**src/ftwa_pkg.sv**
```systemverilog
// Shared types and constants of the frame time window averager.
// Used by the serial divider lane and the top level; depends on nothing.
`timescale 1ns / 1ps
`default_nettype none

package ftwa_pkg;

  localparam int DATA_W      = 24;
  localparam int SUM_W       = 48;
  localparam int ELAPSED_W   = 25;
  localparam int COUNT_W     = 20;
  localparam int QUANT_N     = 4;
  localparam int DIV_STEPS   = DATA_W;
  localparam int IN_TDATA_W  = QUANT_N * DATA_W;
  localparam int OUT_FIELD_W = 2 * QUANT_N * DATA_W + 4;
  localparam int OUT_TDATA_W = ((OUT_FIELD_W + 7) / 8) * 8;
  localparam int OUT_PAD_W   = OUT_TDATA_W - OUT_FIELD_W;

  localparam logic [DATA_W-1:0] WINDOW_RESET = DATA_W'(1000000);
  localparam logic [DATA_W-1:0] DATA_MAX     = '1;

  // Four quantities side by side: frame, physics, render, present.
  typedef logic [QUANT_N-1:0][DATA_W-1:0] quad_t;

  typedef struct packed {
    logic               start;
    logic [SUM_W-1:0]   dividend;
    logic [COUNT_W-1:0] divisor;
  } div_req_t;

endpackage

`default_nettype wire

```
**src/ftwa_ram.sv**
```systemverilog
// Generic single-write, single-read RAM with a registered read port.
// Holds the history ring; no dependencies.
`timescale 1ns / 1ps
`default_nettype none

module ftwa_ram #(
  parameter int WIDTH = 96,
  parameter int DEPTH = 10
) (
  input  logic                                      clk,
  input  logic                                      we,
  input  logic [((DEPTH > 1) ? $clog2(DEPTH) : 1)-1:0] waddr,
  input  logic [WIDTH-1:0]                          wdata,
  input  logic [((DEPTH > 1) ? $clog2(DEPTH) : 1)-1:0] raddr,
  output logic [WIDTH-1:0]                          rdata
);

  logic [WIDTH-1:0] mem_r [DEPTH];
  logic [WIDTH-1:0] rdata_r;

  always_ff @(posedge clk) begin
    if (we) begin
      mem_r[waddr] <= wdata;
    end
    rdata_r <= mem_r[raddr];
  end

  assign rdata = rdata_r;

endmodule

`default_nettype wire

```
**src/ftwa_div.sv**
```systemverilog
// Bit-serial restoring divider lane: one quotient bit per cycle, 24-bit
// quotient with saturation. Depends on ftwa_pkg.
`timescale 1ns / 1ps
`default_nettype none

module ftwa_div (
  input  logic                         clk,
  input  logic                         rst_n,
  input  ftwa_pkg::div_req_t           req,
  output logic                         done,
  output logic [ftwa_pkg::DATA_W-1:0]  quot
);

  import ftwa_pkg::*;

  localparam int CNT_W = $clog2(DIV_STEPS);

  logic               busy_r, busy_nxt;
  logic               done_r, done_nxt;
  logic [CNT_W-1:0]   cnt_r, cnt_nxt;
  logic               sat_r, sat_nxt;
  logic [COUNT_W-1:0] rem_r, rem_nxt;
  logic [COUNT_W-1:0] div_r, div_nxt;
  logic [DATA_W-1:0]  q_r, q_nxt;

  logic [COUNT_W:0]   shifted;
  logic [COUNT_W+1:0] diff;
  logic               borrow;

  always_comb begin
    shifted  = {rem_r, q_r[DATA_W-1]};
    diff     = {1'b0, shifted} - {2'b00, div_r};
    borrow   = diff[COUNT_W+1];

    busy_nxt = busy_r;
    done_nxt = 1'b0;
    cnt_nxt  = cnt_r;
    sat_nxt  = sat_r;
    rem_nxt  = rem_r;
    div_nxt  = div_r;
    q_nxt    = q_r;

    if (req.start) begin
      // The quotient fits 24 bits exactly when the upper half of the
      // dividend is below the divisor; that upper half is then the start
      // remainder.
      busy_nxt = 1'b1;
      cnt_nxt  = '0;
      sat_nxt  = req.dividend[SUM_W-1:DATA_W] >= (SUM_W - DATA_W)'(req.divisor);
      rem_nxt  = req.dividend[DATA_W+COUNT_W-1:DATA_W];
      div_nxt  = req.divisor;
      q_nxt    = req.dividend[DATA_W-1:0];
    end else if (busy_r) begin
      rem_nxt = borrow ? shifted[COUNT_W-1:0] : diff[COUNT_W-1:0];
      q_nxt   = {q_r[DATA_W-2:0], ~borrow};
      cnt_nxt = cnt_r + 1'b1;
      if (cnt_r == CNT_W'(DIV_STEPS - 1)) begin
        busy_nxt = 1'b0;
        done_nxt = 1'b1;
      end
    end
  end

  always_ff @(posedge clk) begin
    if (!rst_n) begin
      busy_r <= 1'b0;
      done_r <= 1'b0;
      cnt_r  <= '0;
    end else begin
      busy_r <= busy_nxt;
      done_r <= done_nxt;
      cnt_r  <= cnt_nxt;
    end
  end

  always_ff @(posedge clk) begin
    sat_r <= sat_nxt;
    rem_r <= rem_nxt;
    div_r <= div_nxt;
    q_r   <= q_nxt;
  end

  assign done = done_r;
  assign quot = sat_r ? DATA_MAX : q_r;

endmodule

`default_nettype wire

```
**src/frame_time_window_averager_unit.sv**
```systemverilog
// Top level of the frame time window averager: accumulators, window
// control, history ring and four divider lanes. Depends on ftwa_pkg,
// ftwa_div and ftwa_ram.
//
// Usage. One input beat on in_* carries four 24-bit durations in
// microseconds (frame, physics, render, present). Every input beat yields
// exactly one output beat on out_*, in order. out_tuser flags that this
// beat closed a window; out_tdata carries the latest window means, the
// history fill and the means over the history ring.
// The user must write the window length on the cfg_* channel only while the
// block is idle; the block itself does not enforce this. cfg_ready is always high.
// Timing. A beat that does not close a window passes from the input register
// through S_ACC and S_OUT into the output register. A closing beat runs two
// 24-step bit-serial divisions back to back on the four divider lanes (window
// means, then history means) in S_WDIV, S_HSTART and S_HDIV, before S_OUT
// loads the output register. One beat is worked on at a time: in_tready is
// high only while the block waits.
// Reset (rst_n, synchronous) clears sums, means, the ring fill and the
// window length to 1000000 us. The ring memory is not cleared; only filled
// slots are ever summed.
// Stalls. The output register holds its beat while out_tready is low. The
// next beat is still accepted and processed, then waits for the register.
`timescale 1ns / 1ps
`default_nettype none

module frame_time_window_averager_unit #(
  parameter int HISTORY_DEPTH = 10
) (
  input  logic                               clk,
  input  logic                               rst_n,
  // in_tdata, low bit up: frame_time, physics_time, render_time,
  // present_time (24 bits each)
  input  logic                               in_tvalid,
  output logic                               in_tready,
  input  logic [ftwa_pkg::IN_TDATA_W-1:0]    in_tdata,
  // out_tdata, low bit up: window_frame_mean, window_physics_mean,
  // window_render_mean, window_present_mean (24 each), history_fill (4),
  // history_frame_mean, history_physics_mean, history_render_mean,
  // history_present_mean (24 each), zero padding
  output logic                               out_tvalid,
  input  logic                               out_tready,
  output logic [ftwa_pkg::OUT_TDATA_W-1:0]   out_tdata,
  // out_tuser: window_closed
  output logic                               out_tuser,
  input  logic                               cfg_valid,
  output logic                               cfg_ready,
  input  logic [ftwa_pkg::DATA_W-1:0]        cfg_data
);

  import ftwa_pkg::*;

  localparam int FILL_W = $clog2(HISTORY_DEPTH + 1);
  localparam int TOT_W  = DATA_W + FILL_W;
  localparam int AW     = (HISTORY_DEPTH > 1) ? $clog2(HISTORY_DEPTH) : 1;

  typedef enum logic [5:0] {
    S_IDLE   = 6'b000001,
    S_ACC    = 6'b000010,
    S_WDIV   = 6'b000100,
    S_HSTART = 6'b001000,
    S_HDIV   = 6'b010000,
    S_OUT    = 6'b100000
  } state_t;

  state_t                          state_r, state_nxt;
  logic [DATA_W-1:0]               win_len_r, win_len_nxt;
  quad_t                           in_r, in_nxt;
  logic [QUANT_N-1:0][SUM_W-1:0]   sum_r, sum_nxt;
  logic [ELAPSED_W-1:0]            elapsed_r, elapsed_nxt;
  logic [COUNT_W-1:0]              count_r, count_nxt;
  quad_t                           latest_r, latest_nxt;
  quad_t                           hist_mean_r, hist_mean_nxt;
  logic [QUANT_N-1:0][TOT_W-1:0]   tot_r, tot_nxt;
  logic [AW-1:0]                   slot_r, slot_nxt;
  logic [FILL_W-1:0]               fill_r, fill_nxt;
  logic                            closed_r, closed_nxt;
  logic                            out_valid_r, out_valid_nxt;
  logic [OUT_TDATA_W-1:0]          out_data_r, out_data_nxt;
  logic                            out_user_r, out_user_nxt;

  logic [QUANT_N-1:0][SUM_W-1:0]   sum_add;
  logic [SUM_W:0]                  sum_wide [QUANT_N];
  logic [ELAPSED_W:0]              elapsed_wide;
  logic [ELAPSED_W-1:0]            elapsed_add;
  logic [COUNT_W-1:0]              count_add;
  logic                            close;
  logic                            full;

  div_req_t    [QUANT_N-1:0]       div_req;
  logic        [QUANT_N-1:0]       div_done;
  quad_t                           div_quot;
  quad_t                           ring_old;
  logic                            ram_we;

  // Saturating accumulation of the held beat, and the window-close and ring-full tests.
  always_comb begin
    for (int k = 0; k < QUANT_N; k++) begin
      sum_wide[k] = {1'b0, sum_r[k]} + (SUM_W + 1)'(in_r[k]);
      sum_add[k]  = sum_wide[k][SUM_W] ? {SUM_W{1'b1}} : sum_wide[k][SUM_W-1:0];
    end
    elapsed_wide = {1'b0, elapsed_r} + (ELAPSED_W + 1)'(in_r[0]);
    elapsed_add  = elapsed_wide[ELAPSED_W] ? {ELAPSED_W{1'b1}}
                                           : elapsed_wide[ELAPSED_W-1:0];
    count_add    = (count_r == {COUNT_W{1'b1}}) ? count_r : count_r + 1'b1;
    close        = elapsed_add >= ELAPSED_W'(win_len_r);
    full         = fill_r == FILL_W'(HISTORY_DEPTH);
  end

  // The lanes divide the fresh window sums by the sample count first, then
  // the history totals by the ring fill.
  always_comb begin
    for (int k = 0; k < QUANT_N; k++) begin
      div_req[k].start    = (state_r == S_ACC && close) || state_r == S_HSTART;
      div_req[k].dividend = (state_r == S_HSTART) ? SUM_W'(tot_r[k]) : sum_add[k];
      div_req[k].divisor  = (state_r == S_HSTART) ? COUNT_W'(fill_r) : count_add;
    end
  end

  for (genvar g = 0; g < QUANT_N; g++) begin : g_lane
    ftwa_div u_div (
      .clk  (clk),
      .rst_n(rst_n),
      .req  (div_req[g]),
      .done (div_done[g]),
      .quot (div_quot[g])
    );
  end

  // The read port always looks at the next write slot, so the entry about
  // to be overwritten is ready when the window means arrive.
  assign ram_we = (state_r == S_WDIV) && div_done[0];

  ftwa_ram #(
    .WIDTH(IN_TDATA_W),
    .DEPTH(HISTORY_DEPTH)
  ) u_ring (
    .clk  (clk),
    .we   (ram_we),
    .waddr(slot_r),
    .wdata(div_quot),
    .raddr(slot_r),
    .rdata(ring_old)
  );

  always_comb begin
    state_nxt     = state_r;
    win_len_nxt   = win_len_r;
    in_nxt        = in_r;
    sum_nxt       = sum_r;
    elapsed_nxt   = elapsed_r;
    count_nxt     = count_r;
    latest_nxt    = latest_r;
    hist_mean_nxt = hist_mean_r;
    tot_nxt       = tot_r;
    slot_nxt      = slot_r;
    fill_nxt      = fill_r;
    closed_nxt    = closed_r;
    out_valid_nxt = out_valid_r;
    out_data_nxt  = out_data_r;
    out_user_nxt  = out_user_r;

    if (cfg_valid) begin
      win_len_nxt = cfg_data;
    end

    if (out_valid_r && out_tready) begin
      out_valid_nxt = 1'b0;
    end

    unique case (state_r)
      S_IDLE: begin
        if (in_tvalid) begin
          in_nxt    = in_tdata;
          state_nxt = S_ACC;
        end
      end
      S_ACC: begin
        closed_nxt = close;
        if (close) begin
          sum_nxt     = '0;
          elapsed_nxt = '0;
          count_nxt   = '0;
          state_nxt   = S_WDIV;
        end else begin
          sum_nxt     = sum_add;
          elapsed_nxt = elapsed_add;
          count_nxt   = count_add;
          state_nxt   = S_OUT;
        end
      end
      S_WDIV: begin
        if (div_done[0]) begin
          latest_nxt = div_quot;
          // Running totals of the ring: add the new mean, drop the one it
          // replaces once the ring has wrapped.
          for (int k = 0; k < QUANT_N; k++) begin
            tot_nxt[k] = tot_r[k] + TOT_W'(div_quot[k])
                         - (full ? TOT_W'(ring_old[k]) : {TOT_W{1'b0}});
          end
          slot_nxt  = (slot_r == AW'(HISTORY_DEPTH - 1)) ? '0 : slot_r + 1'b1;
          fill_nxt  = full ? fill_r : fill_r + 1'b1;
          state_nxt = S_HSTART;
        end
      end
      S_HSTART: begin
        state_nxt = S_HDIV;
      end
      S_HDIV: begin
        if (div_done[0]) begin
          hist_mean_nxt = div_quot;
          state_nxt     = S_OUT;
        end
      end
      S_OUT: begin
        if (!out_valid_r || out_tready) begin
          out_valid_nxt = 1'b1;
          out_user_nxt  = closed_r;
          out_data_nxt  = {{OUT_PAD_W{1'b0}}, hist_mean_r, 4'(fill_r), latest_r};
          state_nxt     = S_IDLE;
        end
      end
      default: begin
        state_nxt = S_IDLE;
      end
    endcase
  end

  always_ff @(posedge clk) begin
    if (!rst_n) begin
      state_r     <= S_IDLE;
      win_len_r   <= WINDOW_RESET;
      sum_r       <= '0;
      elapsed_r   <= '0;
      count_r     <= '0;
      latest_r    <= '0;
      hist_mean_r <= '0;
      tot_r       <= '0;
      slot_r      <= '0;
      fill_r      <= '0;
      closed_r    <= 1'b0;
      out_valid_r <= 1'b0;
    end else begin
      state_r     <= state_nxt;
      win_len_r   <= win_len_nxt;
      sum_r       <= sum_nxt;
      elapsed_r   <= elapsed_nxt;
      count_r     <= count_nxt;
      latest_r    <= latest_nxt;
      hist_mean_r <= hist_mean_nxt;
      tot_r       <= tot_nxt;
      slot_r      <= slot_nxt;
      fill_r      <= fill_nxt;
      closed_r    <= closed_nxt;
      out_valid_r <= out_valid_nxt;
    end
  end

  always_ff @(posedge clk) begin
    in_r       <= in_nxt;
    out_data_r <= out_data_nxt;
    out_user_r <= out_user_nxt;
  end

  assign in_tready  = (state_r == S_IDLE);
  assign cfg_ready  = 1'b1;
  assign out_tvalid = out_valid_r;
  assign out_tdata  = out_data_r;
  assign out_tuser  = out_user_r;

`ifndef SYNTHESIS
  a_fill_bound: assert property (@(posedge clk) disable iff (!rst_n)
    fill_r <= FILL_W'(HISTORY_DEPTH))
    else $error("history fill exceeds ring depth");

  a_slot_tracks_fill: assert property (@(posedge clk) disable iff (!rst_n)
    (fill_r != FILL_W'(HISTORY_DEPTH)) |-> (FILL_W'(slot_r) == fill_r))
    else $error("write slot out of step with fill before the ring wraps");

  a_lanes_lockstep: assert property (@(posedge clk) disable iff (!rst_n)
    (div_done == '0) || (div_done == '1))
    else $error("divider lanes finished in different cycles");

  a_accept_starts: assert property (@(posedge clk) disable iff (!rst_n)
    (in_tvalid && in_tready) |=> (state_r == S_ACC))
    else $error("accepted beat did not enter accumulation");

  a_out_from_out_state: assert property (@(posedge clk) disable iff (!rst_n)
    $rose(out_tvalid) |-> $past(state_r == S_OUT))
    else $error("output beat raised outside the output state");
`endif

endmodule

`default_nettype wire
```
**config.mk**
```make
export PLATFORM = sky130hd
export DESIGN_NAME = frame_time_window_averager_unit
export DESIGN_NICKNAME = d
export VERILOG_FILES = /design/src/ftwa_pkg.sv /design/src/ftwa_ram.sv /design/src/ftwa_div.sv /design/src/frame_time_window_averager_unit.sv
export SDC_FILE = /design/constraint.sdc
export NUM_CORES = 2
export LEC_CHECK = 0
export ABC_AREA = 1
export BUFFER_PORTS_ARGS = -buffer_cell sky130_fd_sc_hd__buf_2
export CAP_MARGIN = 0
export CORE_MARGIN = 3
export CORE_UTILIZATION = 55
export DETAILED_ROUTE_END_ITERATION = 8
export PLACE_DENSITY_LB_ADDON = 0.1
export SLEW_MARGIN = 20
export SYNTH_ARGS = -nofsm -noshare
export SYNTH_HDL_FRONTEND = slang
export SYNTH_SLANG_ARGS = --single-unit
```
**constraint.sdc**
```tcl
create_clock -name clk -period 37.4 [get_ports clk]
set_input_delay 3.74 -clock clk [delete_from_list [all_inputs] [get_ports clk]]
set_output_delay 3.74 -clock clk [all_outputs]
set_load 0.01 [all_outputs]
```
Word level (Yosys, flattened, before mapping)
Memory sizes are Yosys's and may differ from the RTL's. A register that Yosys moved wholly into a read port is not among the register bits.
Cells that the tools add are included.
{ "totals": {"register_bits": 1099, "mem_bits_rw": 960, "input_bits": 125, "output_inout_bits": 204, "wordCells": 191, "n_memories": 1} }
{ "mem_list": {"columns": ["name", "depth", "width", "read_ports", "rd_ports_with_merged_regs", "write_ports", "line_no", "rtl"], "rows": [
  ["u_ring.mem_r", 10, 96, 1, 1, 1, "ftwa_ram.sv:18", "logic [WIDTH-1:0] mem_r [DEPTH];"]
]} }
{ "op_classes": {"addsub": 24, "order_cmp": 5, "eq_ne": 17, "muxes": 67, "bitwise_logic": 7, "reduce_logical": 18} }
{ "op_table": {"columns": ["operator", "count"], "rows": [
  ["24-bit two-way mux", 16],
  ["48-bit two-way mux", 8],
  ["20-bit two-way mux", 15],
  ["48-bit by 24-bit adder with 49-bit output", 4],
  ["192-bit two-way mux", 1],
  ["28-bit by 24-bit adder with 28-bit output", 4],
  ["28-bit by 24-bit subtractor with 28-bit output", 4],
  ["24-bit by 20-bit >= comparator with 1-bit output", 4],
  ["21-bit by 20-bit subtractor with 22-bit output", 4],
  ["25-bit two-way mux", 2],
  ["6-bit case mux with 6 select lines", 1],
  ["6-bit two-way mux", 5],
  ["25-bit by 24-bit adder with 26-bit output", 1],
  ["25-bit by 24-bit >= comparator with 1-bit output", 1],
  ["20-bit by 1-bit adder with 20-bit output, second input constant", 1],
  ["5-bit by 1-bit adder with 5-bit output, second input constant", 4],
  ["20-bit equality test, second input constant", 1],
  ["5-bit equality test, second input constant", 4],
  ["1-bit two-way mux", 18],
  ["4-bit by 1-bit adder with 4-bit output, second input constant", 2],
  ["4-bit equality test, second input constant", 2],
  ["2-bit AND reduction", 4],
  ["2-bit nonzero test", 4],
  ["1-bit inverter", 7],
  ["other kinds (16)", 21]
]} }

Longest topological paths before layout
{ "depth": {"word_depth": 6, "mapped_depth": 37, "mapped_depth_nobuf": 36} }

Hierarchy
From an unflattened synthesis, not the netlist that was laid out.
{ "unflattened": {"cells_unflattened": 13819, "area_unflattened_um2": 116845.8} }
{ "by_module_without_submodules": {"columns": ["mod", "n_inst", "cells_per_inst", "area_per_inst_um2", "seq_area_each_um2"], "rows": [
  ["frame_time_window_averager_unit", 1, 7255, 54071.9, 20429.6],
  ["ftwa_ram", 1, 3768, 42170.4, 30749.5],
  ["ftwa_div at g_lane[0].u_div ...", 2, 699, 5152.4, 2092.0],
  ["ftwa_div at g_lane[2].u_div", 1, 699, 5153.7, 2092.0],
  ["ftwa_div at g_lane[3].u_div", 1, 699, 5144.9, 2092.0]
]} }

Worst setup path after synthesis
Ideal clock, no wire load.
{ "synth_timing": {"path_type": "input -> register", "start": "input port out_tready", "end": "register out_data_r[0], in the netlist out_tdata[0] (enable)", "setup_time_ps": 1236, "t_arrival_ps": 22184, "t_required_ps": 36164, "slack_ps": 13980, "cell_stages": 2, "path_buffers": 0, "cell_sequence": "nor2_1 nor4_1"} }
{ "synth_between": {"elab_chain_cells": 2} }
{ "synth_rtl": {"columns": ["element", "line_no", "rtl"], "rows": [
  ["from (decl)", "frame_time_window_averager_unit.sv:41", "input logic out_tready,"],
  ["1-bit logical OR", "frame_time_window_averager_unit.sv:215", "if (!out_valid_r || out_tready) begin"],
  ["2-bit AND reduction (no source line)", null, null],
  ["to (signal assigned)", "frame_time_window_averager_unit.sv:260", "out_data_r <= out_data_nxt;"],
  ["to (decl)", "frame_time_window_averager_unit.sv:78", "logic [OUT_TDATA_W-1:0] out_data_r, out_data_nxt;"]
]} }
Every way passes these cells.
A chain may end at the register's enable or synchronous reset.

Worst setup path in the final report
{ "layout_timing": {"start": "register in_r[8] (netlist name)", "end": "register g_lane[0].u_div.q_r[0] (data pin)"} }
{ "layout_between": {"elab_chain_cells": 6, "elab_cells_between_ends": 9, "classes_between": "add/sub: 2; order compare: 1; mux: 4; reduce/logical: 2"} }
{ "layout_rtl": {"columns": ["element", "line_no", "rtl"], "rows": [
  ["from (decl)", "frame_time_window_averager_unit.sv:67", "quad_t in_r, in_nxt;"],
  ["from (signal assigned)", "frame_time_window_averager_unit.sv:259", "in_r <= in_nxt;"],
  ["25-bit by 24-bit adder with 26-bit output", "frame_time_window_averager_unit.sv:101", "elapsed_wide = {1'b0, elapsed_r} + (ELAPSED_W + 1)'(in_r[0]);"],
  ["25-bit two-way mux", "frame_time_window_averager_unit.sv:102", "elapsed_add = elapsed_wide[ELAPSED_W] ? {ELAPSED_W{1'b1}}"],
  ["25-bit by 24-bit >= comparator with 1-bit output", "frame_time_window_averager_unit.sv:105", "close = elapsed_add >= ELAPSED_W'(win_len_r);"],
  ["1-bit logical AND", "frame_time_window_averager_unit.sv:113", "div_req[k].start = (state_r == S_ACC && close) || state_r == S_HSTART;"],
  ["1-bit logical OR", "frame_time_window_averager_unit.sv:113", null],
  ["24-bit two-way mux *", "ftwa_div.sv:43", "if (req.start) begin"],
  ["net g_lane[0].u_div.q_nxt[0]", "ftwa_div.sv:24", "logic [DATA_W-1:0] q_r, q_nxt;"],
  ["to (signal assigned)", "ftwa_div.sv:80", "q_r <= q_nxt;"],
  ["to (decl)", "ftwa_div.sv:24", null]
]} }
The timed path passes the listed nets; every way through them passes the cells marked *.

==> results.toml <==
[pwr]
p_leak_nw = 48.0
ir_drop_v = 0.0000482
p_total_mw = 5.23
power.density_nw_per_um2 = 44.1

[drt]
first_pass_iters = 6
drt_iter0_drc = 9762
drc = 0
vias = 86100
drtAntennaViolNets = 0
avgViaCountPerCell = 5.93
wl_mm = 344
wl_per_cell_um = 23.7

[synth]
synth_top_cell_by_area = "edfxtp_1"
yosys_most_used_dff = "edfxtp_1"
syn_avg_cell_area_um2 = 9.18
synth-xor-area-share_pct = 1.98
yosysWarningCount = 0
synth_top_family_by_area = "simple AND/OR/NAND/NOR gates"
synth_area_um2 = 107000
synthTopCellsByArea = "edfxtp_1, dfxtp_1, nand2_1"
synthSimpleGateAreaFrac_pct = 18.3
synth_edf_count = 1453
synth_compound_area_share_pct = 12.1
synth_top_area_share_pct = 40.9
synth-adder-area-share_pct = 6.93
synthDistinctLibCells = 55
async_flop_share_pct = 0
ys_seq_area_share_pct = 54.1
synth-seq-cells = 2155
synthMuxAreaShare_pct = 0.453
syn_inst = 11600

[critical_path]
critical_path_required_ps = 37940
start_kind = "register"
cp-end-kind = "register"
critPathMaxFanout = 71
worstSetupPathType = "register to register"
arrival_ps = 7470
cpMaxStageDelayCell = "buf_4"
slowest_delay_ps = 810
crit_top_cell = "nand2_1"

[timing]
rsz0062_at_grt = "no"
finalClockSkew_ps = 86.5
worstMarginPinSlew_ps = 1290
slew_headroom_pct = 13.9
setup_viol = 0
hold_viol = 0
fin_setup_tns_ps = 0
holdWs_ps = 360
period_share_pct = 18.5
setup_slack_ps = 30480
fmax_ghz = 0.144
period_minus_slack_ps = 6920
drv_slew = 0

[finish]
nets = 12500
area_delta_synth_final_pct = 11.0
layout-drive-gt1-share_pct = 8.23
final_common_cell = "nand2_1"
layout_common_cells = "nand2_1, edfxtp_1, inv_1, a21oi_1, nor2_1"

[job]
max_cap_violations = 0

[cts]
htree_levels = 4
cts.sinks = 2155
hold_buffers = 0
numCtsBuffers = 218
cts_resized = 0
cts_tree = "built"
clkTransAtPathRegs_ps = 70
clk_latency_ps = 890
clock-root-buffer = "clkbuf_16"
clock_path_buffers = 3
post-cts-setup-buffers = 0

[floorplanning]
ioPinCount = 329
die_w_um = 446
die_y_um = 446
core_um2 = 191000
start_util_pct = 55.7
die-area_um2 = 199000
rows = 160

[global_route]
grt_antenna_before_repair = 13
grt_pass1_vias = 81400
grt_use_total_pct = 33.8
grt_max_degree = 206
overflow = 0
grt_first_pass_wirelength_mm = 511

[placement]
hpwl_mm = 234
place.gp.congestion = 0.987
port_buffers = 323
dp_slack_ps = 30730

[outcome]
status = "finished clean"

[hold_path]
hold_class = "register to register"
==> layer usage <==
| metal | vias to the layer above | GRT usage (%) | share of wire, % |
|---|---|---|---|
| li1 | 40100 | - | - |
| met1 | 41800 | 49.0 | 43 |
| met2 | 3619 | 51.4 | 44 |
| met3 | 606 | 4.78 | 8.1 |
| met4 | 8 | 13.5 | 4.4 |
| met5 | - | 0 | 0.016 |
==> critical path, delay by kind of cell, from the launching register on <==
family	cells	cell delay, ps
adders and majority gates	2	650
buffers and inverters	7	2160
AOI/OAI and AO/OA	4	1050
and+or+nand+nor	15	2150
DFF	1	410
==> path summary, 6_finish.rpt <==
path	start	to	slack, ps	depth (start not counted)
max	in_r[8]$_DFFE_PP_	g_lane[0].u_div.q_r[0]$_DFFE_PP_	30480	28
max reg2reg	in_r[8]$_DFFE_PP_	g_lane[0].u_div.q_r[0]$_DFFE_PP_	30480	28
min	latest_r[16]$_SDFFE_PN0P_	out_tdata[16]$_DFFE_PP_	360	0
min reg2reg	latest_r[16]$_SDFFE_PN0P_	out_tdata[16]$_DFFE_PP_	360	0
==> registers in the layout, summed over array words and instances (netlist names), 24 cells and up <==
| name | count |
|---|---|
| elapsed_r | 25 |
| g_lane.u_div.q_r | 96 |
| g_lane.u_div.rem_r | 80 |
| hist_mean_r | 96 |
| in_r | 96 |
| latest_r | 96 |
| out_tdata | 196 |
| sum_r | 192 |
| tot_r | 112 |
| u_ring.mem_r | 960 |
| u_ring.rdata | 96 |
| win_len_r | 24 |
==> synthesized netlist by cell type, types with 94 or more instances <==
cell type / number
a21oi_1: 945
xor2_1: 145
nor2_1: 898
nor3_1: 207
a22oi_1: 193
o21ai_0: 715
or3_1: 96
a31oi_1: 212
xnor2_1: 96
clkbuf_1: 361
nand4_1: 94
nand3_1: 642
fa_1: 105
dfxtp_1: 702
inv_1: 1203
edfxtp_1: 1453
ha_1: 423
nand2_1: 2555
==> per-stage QoR <==
step | cells | util (%) | instance area (um2)
2_1_floorplan | 11600 | - | 107000
3_3_place_gp | 14100 | 57.8 | 111000
3_5_place_dp | 14100 | 57.8 | 111000
4_1_cts | 14500 | 61.9 | 118000
5_1_grt | 14500 | 61.9 | 118000
6_report | 14500 | 61.9 | 118000
==> report_power, final <==
group / total, mW / internal (mW) / switching, mW
clock: 2.32 / 1.35 / 0.966
sequential: 2.57 / 2.56 / 0.0170
combinational: 0.336 / 0.101 / 0.235
total: 5.23 / 4.01 / 1.22
==> logic make-up after synthesis <==
group                      Yosys count
other                                2
buffers and inverters             1682
and+or+nand+nor                   4668
AOI/OAI and AO/OA                 2301
muxes                               44
DFF                               2155
xor gates and xnor gates           241
adders and majority gates          528
==> layout make-up <==
type	count	area, um2
clock buffers	299	6140
repair buffers	449	2650
multi-input cells	7787	42600
flip-flops and latches	2155	57700
well taps	2511	3140
clock inverters	116	1590
inverters	1213	4590
diodes	6	15.0
fillers	16300	73000
Power figures use the tool's default switching activity.
